==> src/ssd_pkg.sv <==
// Shared types, constants and the glyph table of the seven-segment scan driver.
// Depends on nothing; the design files and the checker refer to it by scoped names.
package ssd_pkg;

  localparam int DIGITS      = 8;
  localparam int SCAN_W      = (DIGITS > 1) ? $clog2(DIGITS) : 1;
  localparam int CMD_W       = 3;
  localparam int POS_W       = 4;
  localparam int CODE_W      = 5;
  localparam int NUM_W       = 32;
  localparam int LEN_W       = 4;
  localparam int BCD_W       = 4 * DIGITS;
  localparam int EN_W        = 8;
  localparam int SEG_W       = 8;
  localparam int CONV_CNT_W  = $clog2(NUM_W);
  localparam int QUEUE_DEPTH = 2;
  localparam int QPTR_W      = (QUEUE_DEPTH > 1) ? $clog2(QUEUE_DEPTH) : 1;

  localparam logic [CODE_W-1:0] BLANK_INDEX = CODE_W'(10);
  localparam logic [SEG_W-1:0]  SEG_DARK    = 8'hFF;

  typedef enum logic [CMD_W-1:0] {
    CMD_CLEAR      = 3'd0,
    CMD_SET_CODE   = 3'd1,
    CMD_SET_DIGIT  = 3'd2,
    CMD_SET_NUMBER = 3'd3,
    CMD_SCAN_TICK  = 3'd4
  } cmd_t;

  typedef enum logic [1:0] {
    OP_CLEAR,
    OP_WRITE,
    OP_NUMBER,
    OP_SCAN
  } op_kind_t;

  // One classified item as it travels from front to back.
  typedef struct packed {
    op_kind_t             kind;
    logic [POS_W-1:0]     position;
    logic [CODE_W-1:0]    glyph;
    logic [NUM_W-1:0]     number;
    logic [LEN_W-1:0]     length;
    logic                 lead;
  } op_t;

  // Active-low segment pattern of a glyph index; bit 7 is the decimal point.
  function automatic logic [SEG_W-1:0] glyph_pattern(input logic [CODE_W-1:0] idx);
    logic [SEG_W-1:0] seg;
    unique case (idx)
      5'd0:    seg = 8'hC0;
      5'd1:    seg = 8'hF9;
      5'd2:    seg = 8'hA4;
      5'd3:    seg = 8'hB0;
      5'd4:    seg = 8'h99;
      5'd5:    seg = 8'h92;
      5'd6:    seg = 8'h82;
      5'd7:    seg = 8'hF8;
      5'd8:    seg = 8'h80;
      5'd9:    seg = 8'h90;
      5'd10:   seg = 8'hFF;
      5'd11:   seg = 8'hBF;
      5'd12:   seg = 8'hC1;
      5'd13:   seg = 8'h89;
      5'd14:   seg = 8'hC8;
      5'd15:   seg = 8'h8C;
      5'd16:   seg = 8'hC6;
      5'd17:   seg = 8'h88;
      5'd18:   seg = 8'hC0;
      5'd19:   seg = 8'hAF;
      5'd20:   seg = 8'h7F;
      default: seg = SEG_DARK;
    endcase
    return seg;
  endfunction

endpackage

==> src/ssd_front.sv <==
// Front end: takes commands and classifies them into queue entries.
// Depends on ssd_pkg.
module ssd_front (
  input  logic                         start,
  input  logic [ssd_pkg::CMD_W-1:0]    command,
  input  logic [ssd_pkg::POS_W-1:0]    position,
  input  logic [ssd_pkg::CODE_W-1:0]   code,
  input  logic [ssd_pkg::NUM_W-1:0]    number,
  input  logic [ssd_pkg::LEN_W-1:0]    length,
  input  logic                         blank_zeros,
  input  logic                         full,
  output logic                         busy,
  output logic                         push,
  output ssd_pkg::op_t                 op
);

  logic accept;
  logic known;

  assign busy   = full;
  assign accept = start && !full;
  assign push   = accept && known;

  always_comb begin
    op.kind     = ssd_pkg::OP_SCAN;
    op.position = position;
    op.glyph    = code;
    op.number   = number;
    op.lead     = blank_zeros;
    // clamp the conversion length to the display width
    op.length   = (length > ssd_pkg::LEN_W'(ssd_pkg::DIGITS)) ?
                  ssd_pkg::LEN_W'(ssd_pkg::DIGITS) : length;
    known       = 1'b1;
    unique case (command)
      ssd_pkg::CMD_CLEAR:      op.kind = ssd_pkg::OP_CLEAR;
      ssd_pkg::CMD_SET_CODE:   op.kind = ssd_pkg::OP_WRITE;
      ssd_pkg::CMD_SET_DIGIT: begin
        op.kind  = ssd_pkg::OP_WRITE;
        op.glyph = (number > ssd_pkg::NUM_W'(9)) ? ssd_pkg::BLANK_INDEX :
                   number[ssd_pkg::CODE_W-1:0];
      end
      ssd_pkg::CMD_SET_NUMBER: op.kind = ssd_pkg::OP_NUMBER;
      ssd_pkg::CMD_SCAN_TICK:  op.kind = ssd_pkg::OP_SCAN;
      default:                 known   = 1'b0;  // drop unused codes
    endcase
  end

endmodule

==> src/ssd_queue.sv <==
// Short in-order queue between front and back ends.
// Depends on ssd_pkg.
module ssd_queue (
  input  logic          clk,
  input  logic          rst,
  input  logic          push,
  input  ssd_pkg::op_t  push_op,
  input  logic          pop,
  output ssd_pkg::op_t  head,
  output logic          full,
  output logic          empty
);

  ssd_pkg::op_t               entries [ssd_pkg::QUEUE_DEPTH];
  logic [ssd_pkg::QPTR_W-1:0] wr_ptr;
  logic [ssd_pkg::QPTR_W-1:0] rd_ptr;
  logic [ssd_pkg::QPTR_W:0]   count;

  assign head  = entries[rd_ptr];
  assign empty = (count == '0);
  assign full  = (count == (ssd_pkg::QPTR_W + 1)'(ssd_pkg::QUEUE_DEPTH));

  always_ff @(posedge clk) begin
    if (rst) begin
      wr_ptr <= '0;
      rd_ptr <= '0;
      count  <= '0;
    end else begin
      if (push) begin
        wr_ptr <= (wr_ptr == ssd_pkg::QPTR_W'(ssd_pkg::QUEUE_DEPTH - 1)) ? '0 : wr_ptr + 1'b1;
      end
      if (pop) begin
        rd_ptr <= (rd_ptr == ssd_pkg::QPTR_W'(ssd_pkg::QUEUE_DEPTH - 1)) ? '0 : rd_ptr + 1'b1;
      end
      if (push && !pop) begin
        count <= count + 1'b1;
      end else if (pop && !push) begin
        count <= count - 1'b1;
      end
    end
  end

  always_ff @(posedge clk) begin
    if (push) begin
      entries[wr_ptr] <= push_op;
    end
  end

endmodule

==> src/ssd_back.sv <==
// Back end: display buffer, scan pointer and the serial number conversion.
// Depends on ssd_pkg.
module ssd_back (
  input  logic                        clk,
  input  logic                        rst,
  input  logic                        empty,
  input  ssd_pkg::op_t                head,
  output logic                        pop,
  output logic                        strobe,
  output logic [ssd_pkg::EN_W-1:0]    digit_enable,
  output logic [ssd_pkg::SEG_W-1:0]   segments
);

  typedef enum logic [1:0] {
    S_IDLE,
    S_CONV,
    S_WRITE
  } state_t;

  state_t                          state;
  ssd_pkg::op_t                    cur;
  logic [ssd_pkg::CODE_W-1:0]      buffer [ssd_pkg::DIGITS];
  logic [ssd_pkg::SCAN_W-1:0]      scan_pos;
  logic [ssd_pkg::NUM_W-1:0]       bin;
  logic [ssd_pkg::BCD_W-1:0]       bcd;
  logic [ssd_pkg::BCD_W-1:0]       bcd_adj;
  logic [ssd_pkg::CONV_CNT_W-1:0]  conv_cnt;
  logic [ssd_pkg::SCAN_W-1:0]      wr_idx;
  logic                            lead_run;
  logic [ssd_pkg::LEN_W-1:0]       out_off;
  logic [ssd_pkg::POS_W:0]         wr_pos;
  logic [3:0]                      wr_digit;
  logic                            wr_blank;
  logic [ssd_pkg::EN_W-1:0]        en_next;
  logic [ssd_pkg::SCAN_W-1:0]      scan_pos_next;

  assign pop = (state == S_IDLE) && !empty;

  // add three to every BCD digit of five or more before the shift
  always_comb begin
    for (int i = 0; i < ssd_pkg::DIGITS; i++) begin
      bcd_adj[4*i +: 4] = (bcd[4*i +: 4] >= 4'd5) ? bcd[4*i +: 4] + 4'd3 : bcd[4*i +: 4];
    end
  end

  // wr_idx counts BCD digits down from the most significant kept one
  always_comb begin
    out_off  = (cur.length - 1'b1) - ssd_pkg::LEN_W'(wr_idx);
    wr_pos   = {1'b0, cur.position} + (ssd_pkg::POS_W + 1)'(out_off);
    wr_digit = bcd[4*wr_idx +: 4];
    wr_blank = lead_run && (wr_idx != '0) && (wr_digit == 4'd0);
  end

  always_comb begin
    for (int i = 0; i < ssd_pkg::EN_W; i++) begin
      en_next[i] = (i < ssd_pkg::DIGITS) && (scan_pos == ssd_pkg::SCAN_W'(i));
    end
    scan_pos_next = (scan_pos == ssd_pkg::SCAN_W'(ssd_pkg::DIGITS - 1)) ? '0 :
                    scan_pos + 1'b1;
  end

  always_ff @(posedge clk) begin
    if (rst) begin
      state    <= S_IDLE;
      scan_pos <= '0;
      strobe   <= 1'b0;
      for (int i = 0; i < ssd_pkg::DIGITS; i++) begin
        buffer[i] <= ssd_pkg::BLANK_INDEX;
      end
    end else begin
      strobe <= 1'b0;
      unique case (state)
        S_IDLE: begin
          if (!empty) begin
            unique case (head.kind)
              ssd_pkg::OP_CLEAR: begin
                for (int i = 0; i < ssd_pkg::DIGITS; i++) begin
                  buffer[i] <= ssd_pkg::BLANK_INDEX;
                end
              end
              ssd_pkg::OP_WRITE: begin
                if (head.position < ssd_pkg::POS_W'(ssd_pkg::DIGITS)) begin
                  buffer[head.position[ssd_pkg::SCAN_W-1:0]] <= head.glyph;
                end
              end
              ssd_pkg::OP_NUMBER: begin
                cur      <= head;
                bin      <= head.number;
                bcd      <= '0;
                conv_cnt <= '0;
                state    <= S_CONV;
              end
              ssd_pkg::OP_SCAN: begin
                strobe       <= 1'b1;
                digit_enable <= en_next;
                segments     <= ssd_pkg::glyph_pattern(buffer[scan_pos]);
                scan_pos     <= scan_pos_next;
              end
            endcase
          end
        end
        S_CONV: begin
          bcd      <= {bcd_adj[ssd_pkg::BCD_W-2:0], bin[ssd_pkg::NUM_W-1]};
          bin      <= {bin[ssd_pkg::NUM_W-2:0], 1'b0};
          conv_cnt <= conv_cnt + 1'b1;
          if (conv_cnt == ssd_pkg::CONV_CNT_W'(ssd_pkg::NUM_W - 1)) begin
            lead_run <= cur.lead;
            wr_idx   <= ssd_pkg::SCAN_W'(cur.length - 1'b1);
            state    <= (cur.length == '0) ? S_IDLE : S_WRITE;
          end
        end
        S_WRITE: begin
          if (wr_pos < (ssd_pkg::POS_W + 1)'(ssd_pkg::DIGITS)) begin
            buffer[wr_pos[ssd_pkg::SCAN_W-1:0]] <= wr_blank ? ssd_pkg::BLANK_INDEX :
                                                   ssd_pkg::CODE_W'(wr_digit);
          end
          if (!wr_blank) begin
            lead_run <= 1'b0;
          end
          if (wr_idx == '0) begin
            state <= S_IDLE;
          end else begin
            wr_idx <= wr_idx - 1'b1;
          end
        end
        default: state <= S_IDLE;
      endcase
    end
  end

endmodule

==> src/seven_segment_scan_driver.sv <==
// Top level of the eight-digit multiplexed seven-segment scan driver.
// Depends on ssd_pkg, ssd_front, ssd_queue and ssd_back.

// An item is taken at a clock edge with start high and busy low; busy rises only
// while the two-entry command queue is full. Clear, set_code, set_digit and
// scan_tick are each carried out as the back end takes them from the queue;
// set_number holds the back end for 32 double-dabble shift steps, then one
// buffer write per kept digit, the length being clamped to eight. A
// scan_tick result appears on digit_enable and segments with strobe high for
// exactly one cycle, in the cycle after the back end takes it from the queue; the
// receiver cannot hold it off, so sample it on that cycle. Items are carried out
// strictly in order, so a scan tick always sees every earlier write. Reset
// blanks the whole buffer and points the scan at digit zero.
module seven_segment_scan_driver (
  input  logic                          clk,
  input  logic                          rst,
  input  logic                          start,
  output logic                          busy,
  input  logic [ssd_pkg::CMD_W-1:0]     command,
  input  logic [ssd_pkg::POS_W-1:0]     position,
  input  logic [ssd_pkg::CODE_W-1:0]    code,
  input  logic [ssd_pkg::NUM_W-1:0]     number,
  input  logic [ssd_pkg::LEN_W-1:0]     length,
  input  logic                          blank_zeros,
  output logic                          strobe,
  output logic [ssd_pkg::EN_W-1:0]      digit_enable,
  output logic [ssd_pkg::SEG_W-1:0]     segments
);

  // front to queue
  logic          push;
  ssd_pkg::op_t  push_op;
  // queue to back
  logic          full;
  logic          empty;
  logic          pop;
  ssd_pkg::op_t  head;

  // classify the item; drop unused command codes here
  ssd_front u_front (
    .start         (start),
    .command       (command),
    .position      (position),
    .code          (code),
    .number        (number),
    .length        (length),
    .blank_zeros   (blank_zeros),
    .full          (full),
    .busy          (busy),
    .push          (push),
    .op            (push_op)
  );

  // hold items while the back end is converting a number and writing its digits
  ssd_queue u_queue (
    .clk     (clk),
    .rst     (rst),
    .push    (push),
    .push_op (push_op),
    .pop     (pop),
    .head    (head),
    .full    (full),
    .empty   (empty)
  );

  // carry out buffer writes, conversions and scan ticks
  ssd_back u_back (
    .clk          (clk),
    .rst          (rst),
    .empty        (empty),
    .head         (head),
    .pop          (pop),
    .strobe       (strobe),
    .digit_enable (digit_enable),
    .segments     (segments)
  );

endmodule

==> config.mk <==
export PLATFORM = sky130hd
export DESIGN_NAME = seven_segment_scan_driver
export DESIGN_NICKNAME = d
export VERILOG_FILES = /design/src/ssd_pkg.sv /design/src/ssd_front.sv /design/src/ssd_queue.sv /design/src/ssd_back.sv /design/src/seven_segment_scan_driver.sv
export SDC_FILE = /design/constraint.sdc
export NUM_CORES = 1
export LEC_CHECK = 0
export CAP_MARGIN = 5
export CORE_MARGIN = 5
export CORE_UTILIZATION = 64
export DETAILED_ROUTE_END_ITERATION = 8
export DONT_BUFFER_PORTS = 1
export PLACE_DENSITY = 0.8
export SYNTH_ARGS = -nofsm -noshare
export SYNTH_HDL_FRONTEND = slang
export SYNTH_SLANG_ARGS = --single-unit
==> constraint.sdc <==
create_clock -name clk -period 9 [get_ports clk]
set_input_delay 0.9 -clock clk [delete_from_list [all_inputs] [get_ports clk]]
set_output_delay 0.9 -clock clk [all_outputs]
set_load 0.02 [all_outputs]
== Word level (Yosys, flattened, before mapping) ==
Memory sizes are Yosys's and may differ from the RTL's. A register that Yosys moved wholly into a read port is not among the register bits.
Cells that the tools add are included.

* Register bits after elaboration: 100
* Latch bits: 0
* Memory bits (writable): 136
* ROM bits: 256
* Bits of input ports: 52
* Output and inout port bits: 18
* Word-level logic and storage cells: 197
* Memories: 3

* Add/sub/neg operators: 18
* Multiply operators: 0
* Div/mod/pow operators: 0
* Magnitude comparators: 12
* Eq/ne operators: 24
* Shifts and indexed selects: 1
* Multiplexer cells: 78
* Bitwise operators: 11
* Reductions and logical operators: 35

{| class="wikitable"
|+ Memories
! memory !! depth !! width !! rd ports !! clocked after Yosys merged registers in !! write ports !! RTL line !! RTL
|-
| (name not given) || 32 || 8 || 1 || 1 || 0 || ssd_pkg.sv:50 || <nowiki>unique case (idx)</nowiki>
|-
| u_queue.entries || 2 || 48 || 1 || 1 || 1 || ssd_queue.sv:14 || <nowiki>ssd_pkg::op_t entries [ssd_pkg::QUEUE_DEPTH];</nowiki>
|-
| u_back.buffer || 8 || 5 || 1 || 1 || 8 || ssd_back.sv:22 || <nowiki>logic [ssd_pkg::CODE_W-1:0] buffer [ssd_pkg::DIGITS];</nowiki>
|}

{| class="wikitable"
|+ Operator list
! kind !! number
|-
| two-way mux 32 bit || 4
|-
| case mux 32 bit (2 select lines) || 2
|-
| two-way mux 5 bit || 14
|-
| two-way mux 4 bit || 9
|-
| >= comparator 4 x 3 -> 1 bit (second input constant) || 8
|-
| greater-than comparator 32 x 4 -> 1 bit (second input constant) || 1
|-
| variable part select 32 x 6 -> 4 bit || 1
|-
| two-way mux 1 bit || 29
|-
| adder 4 x 2 -> 4 bit (second input constant) || 7
|-
| two-way mux 3 bit || 8
|-
| AND reduction 4 bit || 6
|-
| equality test 3 bit (second input constant) || 5
|-
| OR reduction 5 bit || 3
|-
| two-way mux 2 bit || 7
|-
| equality test 3 x 2 -> 1 bit (second input constant) || 4
|-
| case mux 2 bit (3 select lines) || 2
|-
| case mux 5 bit (2 select lines) || 1
|-
| zero test 3 bit || 3
|-
| equality test 2 bit (second input constant) || 4
|-
| zero test 4 bit || 2
|-
| != test 2 bit (second input constant) || 4
|-
| OR 1 bit || 8
|-
| logical AND 1 bit || 7
|-
| equality test 3 x 1 -> 1 bit (second input constant) || 2
|-
| 26 further kinds || 38
|}

== Logic depth before layout (Yosys ltp) ==
* Depth in word-level cells: 10
* Gate-level depth with buffers: 12
* Mapped depth without buffers: 12

== By module ==
From an unflattened synthesis, not the netlist that was laid out.

* Cell total of the unflattened synthesis: 929
* Area total of the unflattened synthesis: 12081.6 um2

{| class="wikitable"
|+ By module, submodules not included
! module !! times used !! cells an instance !! area an instance (um2) !! seq. area each (um2)
|-
| ssd_back || 1 || 684 || 7846.3 || 4324.1
|-
| ssd_queue || 1 || 171 || 3671.0 || 2982.9
|-
| ssd_front || 1 || 74 || 564.3 || 0.0
|}

== Worst setup path after synthesis ==
OpenSTA, ideal clock, no wires.

* Path type: input-to-reg
* Start: input rst
* End: register u_back.bcd[0] (netlist bit) (enable)
* Library setup time: 581 ps
* Data arrival time: 5851 ps
* Required time: 8419 ps
* Setup slack: 2568 ps
* Stages: 2
* Buffers on the path: 1
* Cells stage by stage: clkbuf_1 -> nor3_1

* Word-level cells in the longest chain between the ends: 2

{| class="wikitable"
|+ Ends and longest elaborated chain
! element !! RTL line !! RTL
|-
| start, declared || seven_segment_scan_driver.sv:16 || <nowiki>input logic rst,</nowiki>
|-
| NOT 1 bit (no source line) || n/a ||
|-
| AND reduction 4 bit (no source line) || n/a ||
|-
| end signal, assigned || ssd_back.sv:103 || <nowiki>bcd <= {bcd_adj[ssd_pkg::BCD_W-2:0], bin[ssd_pkg::NUM_W-1]};</nowiki>
|-
| end, declared || ssd_back.sv:25 || <nowiki>logic [ssd_pkg::BCD_W-1:0] bcd;</nowiki>
|}

Every way passes these cells.
A chain may end at the register's enable or synchronous reset.

==> results.rst <==
.. list-table::
   :header-rows: 1

   * - Metric
     - Value
   * - Result of the run
     - finished clean
   * - Type of element launching the critical path
     - flip-flop
   * - Maximum number of pins on one net before global-route repair
     - slightly above 70
   * - Class of the tightest hold or removal check
     - input pin to flip-flop
   * - Critical path peak fanout
     - 8
   * - Endpoint type of the worst setup path
     - flip-flop
   * - Count of synthesis-stage warnings from yosys
     - 0
   * - Count of state elements after synthesis
     - 248
   * - Actual slew at the worst max-slew pin
     - 1.21 ns
   * - DIE AREA
     - 0.0207 sq mm
   * - Final period utilization
     - 0.415
   * - Clock buffer count from CTS
     - 25
   * - CP Data Required Time
     - 9.23 ns
   * - Sequential area share after synthesis
     - 0.638
   * - Last weighted congestion value of the routability-driven placer
     - 0.892
   * - Detailed Route WL
     - 20700 um
   * - Switching power
     - 0.000825 W
   * - Count of buffers from port buffering
     - 0
   * - Number of flops mapped to enable cells by yosys
     - 234
   * - Cell internal power dissipation
     - 0.00220 W
   * - Length of the first detailed-routing pass in iterations
     - 6
   * - Final min period
     - 3.74 ns
   * - Post-Place Setup Slack
     - 5.30 ns
   * - Post-synthesis instance area
     - 0.0114 sq mm
   * - Clock root buffer
     - sky130_fd_sc_hd__clkbuf_16
   * - Count of vias placed by the detailed router
     - 6553
   * - Final Hold Viols
     - 0
   * - Max Transition Viols Final
     - 0
   * - Total overflow reported by the global router
     - 0
   * - Count of H-tree levels built during CTS
     - 1
   * - Initial DRC count
     - 474
   * - IR drop worst, VDD
     - 262 uV
   * - Sequential cell area
     - 0.00731 sq mm
   * - Final setup vio count
     - 0
   * - GRT Overall Usage
     - 0.206
   * - Area growth from synthesis to layout
     - 8.69%
   * - Setup Crit Path Kind
     - flip-flop to flip-flop
   * - Antenna-violating nets left
     - 0
   * - DRC errors left
     - 0
   * - Average vias per placed instance
     - 5.92
   * - Antenna diode count
     - 0
   * - Wire length of the first global-routing pass
     - 33600 um
   * - # nets final
     - 954
   * - Clock transition time at the flip-flop clock pins of the worst setup and hold paths
     - 0.06 ns
   * - Slew Limit Headroom
     - 0.193
   * - Floorplan Core Area
     - 0.0178 sq mm
   * - Highest attainable clock frequency
     - 268 MHz
   * - Starting utilization of the core area
     - 0.644
   * - Number of sinks handled by clock tree synthesis
     - 248
   * - Avg Inst Size Synth
     - 13.4 sq um
   * - Post-CTS Setup Repair Bufs
     - 0
   * - Flip-flop cell with the highest count after synthesis
     - sky130_fd_sc_hd__edfxtp_1
   * - RSZ-0062 raised after global routing
     - no
   * - Clock power share
     - 0.321
   * - CTS Hold Buffers Added
     - 0
   * - Sequential share of power
     - 0.500
   * - Post_cts resized
     - 0
   * - TritonCTS clock tree
     - done
   * - PnR worst setup slack
     - ~5.3 ns
   * - Number of rows created at floorplan
     - 49
   * - Ratio of total power to cell area
     - between 200 and 250 mW/mm^2
   * - Async set-or-reset flop fraction in the synthesized netlist
     - 0
   * - Fraction of final layout cells with drive strength greater than 1
     - 0.103
   * - Number of maximum-capacitance violations
     - 0
   * - Number of global-route vias before repair
     - ~7000
   * - Switching fraction of total power
     - 0.273
   * - Filler instances
     - 1171
   * - Num ports
     - 70
   * - Post-detailed-route wirelength per cell
     - 18.7 um
   * - Leakage power summed over all cells
     - roughly 4.2 nW
   * - Final setup skew
     - 0.0109 ns
   * - Post-Synthesis Net Count
     - 950
   * - Clock latency on the worst-skew pair
     - 0.52 ns
   * - Unique masters post-synth
     - 58
   * - Maximum count of clock buffers along a single path
     - 3
   * - Multi-input gate area
     - 0.00387 sq mm
   * - Die Span Y
     - 144 um
   * - Fin Setup TNS
     - 0 ns
   * - HPWL Detailed
     - about 14000 um
   * - Fraction of the core area covered by cells at the end of the flow
     - 0.700
   * - Gate Count Post-Synth
     - 854
   * - Antenna violations before repair
     - 0
   * - Width of the die
     - 144 um
   * - Combinational group share of total power
     - 0.179
   * - Worst endpoint data arrival time
     - 3.97 ns
[cells in the mapped netlist (all sizes together), types with 4 or more instances]
cell type | n | area share
nor2 | 87 | 0.029
and2 | 9 | 0.0049
nand2 | 76 | 0.025
nor3 | 12 | 0.0052
a21oi | 42 | 0.018
inv | 41 | 0.013
nor4 | 10 | 0.0055
buf | 11 | 0.0062
clkbuf | 18 | 0.0059
a32oi | 4 | 0.0031
mux4 | 17 | 0.033
dfxtp | 14 | 0.024
mux2 | 19 | 0.019
xor2 | 12 | 0.0092
ha | 42 | 0.046
o21ai | 46 | 0.020
xnor2 | 18 | 0.014
edfxtp | 234 | 0.61
nor2b | 11 | 0.0060
mux2i | 51 | 0.046
nand2b | 30 | 0.016
[metrics by stage]
step	area (sq um)	hold slack [ns]	power (W)	cells
after CTS	12400	0.436	0.00305	1106
after global routing	12400	0.425	0.00317	1106
after floorplan	11400	0.475	0.00195	854
after detailed placement	11700	0.505	0.00208	1060
after global placement	11700	0.481	0.00203	1060
final	12400	0.451	0.00303	1106
[sequential cells by signal, summed over array words and instances (netlist names), named ones only]
signal and flops:
u_back.bcd 32, u_back.bin 32, u_back.buffer 40, u_back.conv_cnt 5
u_back.cur 9, u_back.digit_enable 8, u_back.lead_run 1, u_back.scan_pos 3
u_back.segments 8, u_back.state 2, u_back.strobe 1, u_back.wr_idx 3
u_queue.count 2, u_queue.entries 96, u_queue.rd_ptr 1, u_queue.wr_ptr 1
[per-layer routing]
| metal | global-route usage | vias to the layer above | share of wire |
|---|---|---|---|
| li1 | - | 3131 | - |
| met1 | 0.236 | 3156 | 0.39 |
| met2 | 0.381 | 217 | 0.53 |
| met3 | 0.0496 | 49 | 0.059 |
| met4 | 0.0614 | 0 | 0.026 |
| met5 | 0 | - | 0 |
[power groups by stage]
stage          sequential (W)  clock (W)  combinational [W]
2_1_floorplan         0.00152          0           0.000431
3_3_place_gp          0.00153          0           0.000503
3_5_place_dp          0.00154          0           0.000540
4_1_cts               0.00151   0.000986           0.000547
5_1_grt               0.00152    0.00104           0.000606
6_report              0.00151   0.000971           0.000543
[final cells by class]
cell class	count	area share
Sequential cell	248	0.587
Multi-Input combinational cell	535	0.311
Clock buffer	33	0.0543
Tap cell	229	0.0230
Inverter	42	0.0127
Clock inverter	13	0.00784
Timing Repair Buffer	6	0.00362
[layout by cell type (no fill, tap or decap), drive strengths merged, types with 3 or more instances in the layout]
cell type and count:
nor2b 11, nand2 76, o22ai 3, nor2 87
and2 9, o32a 3, a21oi 42, clkbuf 33
xor2 12, mux2 19, ha 42, a21o 3
inv 42, mux4 17, nand2b 30, a32oi 4
xnor2 18, nor3 12, edfxtp 234, buf 6
nor4 10, a22o 3, mux2i 51, clkinvlp 3
and3 3, nand3 3, clkinv 9, o21ai 46
nor3b 3, dfxtp 14
[worst paths after layout]
kind                            slack (ns)                   to  cells past startpoint          startpoint
worst max-delay path                  5.26  u_back.buffer[0][2]                      9    u_back.wr_idx[0]
worst min-delay path                  0.45            flip-flop                      1                 rst
worst max register to register        5.26  u_back.buffer[0][2]                      9    u_back.wr_idx[0]
worst min register to register        0.52            flip-flop                      2  u_back.scan_pos[0]
[cell families after synthesis]
kind of cell | share of synthesized area
AO/OA/AOI/OAI | 0.0608
AND/OR/NAND/NOR | 0.105
buffers and inverters | 0.0259
flip-flops | 0.638
multiplexers | 0.0977
XOR/XNOR | 0.0230
adder cells (fa/ha/maj) | 0.0494
[worst max-delay path, stage by stage, from the launching register on]
cell and delay (ns):
sky130_fd_sc_hd__edfxtp_1 0.54, sky130_fd_sc_hd__ha_1 0.30, sky130_fd_sc_hd__fa_1 0.56, sky130_fd_sc_hd__inv_1 0.06, sky130_fd_sc_hd__ha_1 0.29, sky130_fd_sc_hd__a21o_1 0.18, sky130_fd_sc_hd__and4_1 0.23, sky130_fd_sc_hd__o21ai_1 0.55
sky130_fd_sc_hd__mux2i_1 0.65, sky130_fd_sc_hd__nor2_1 0.11
Note: power is estimated with default switching activity, not from simulation.
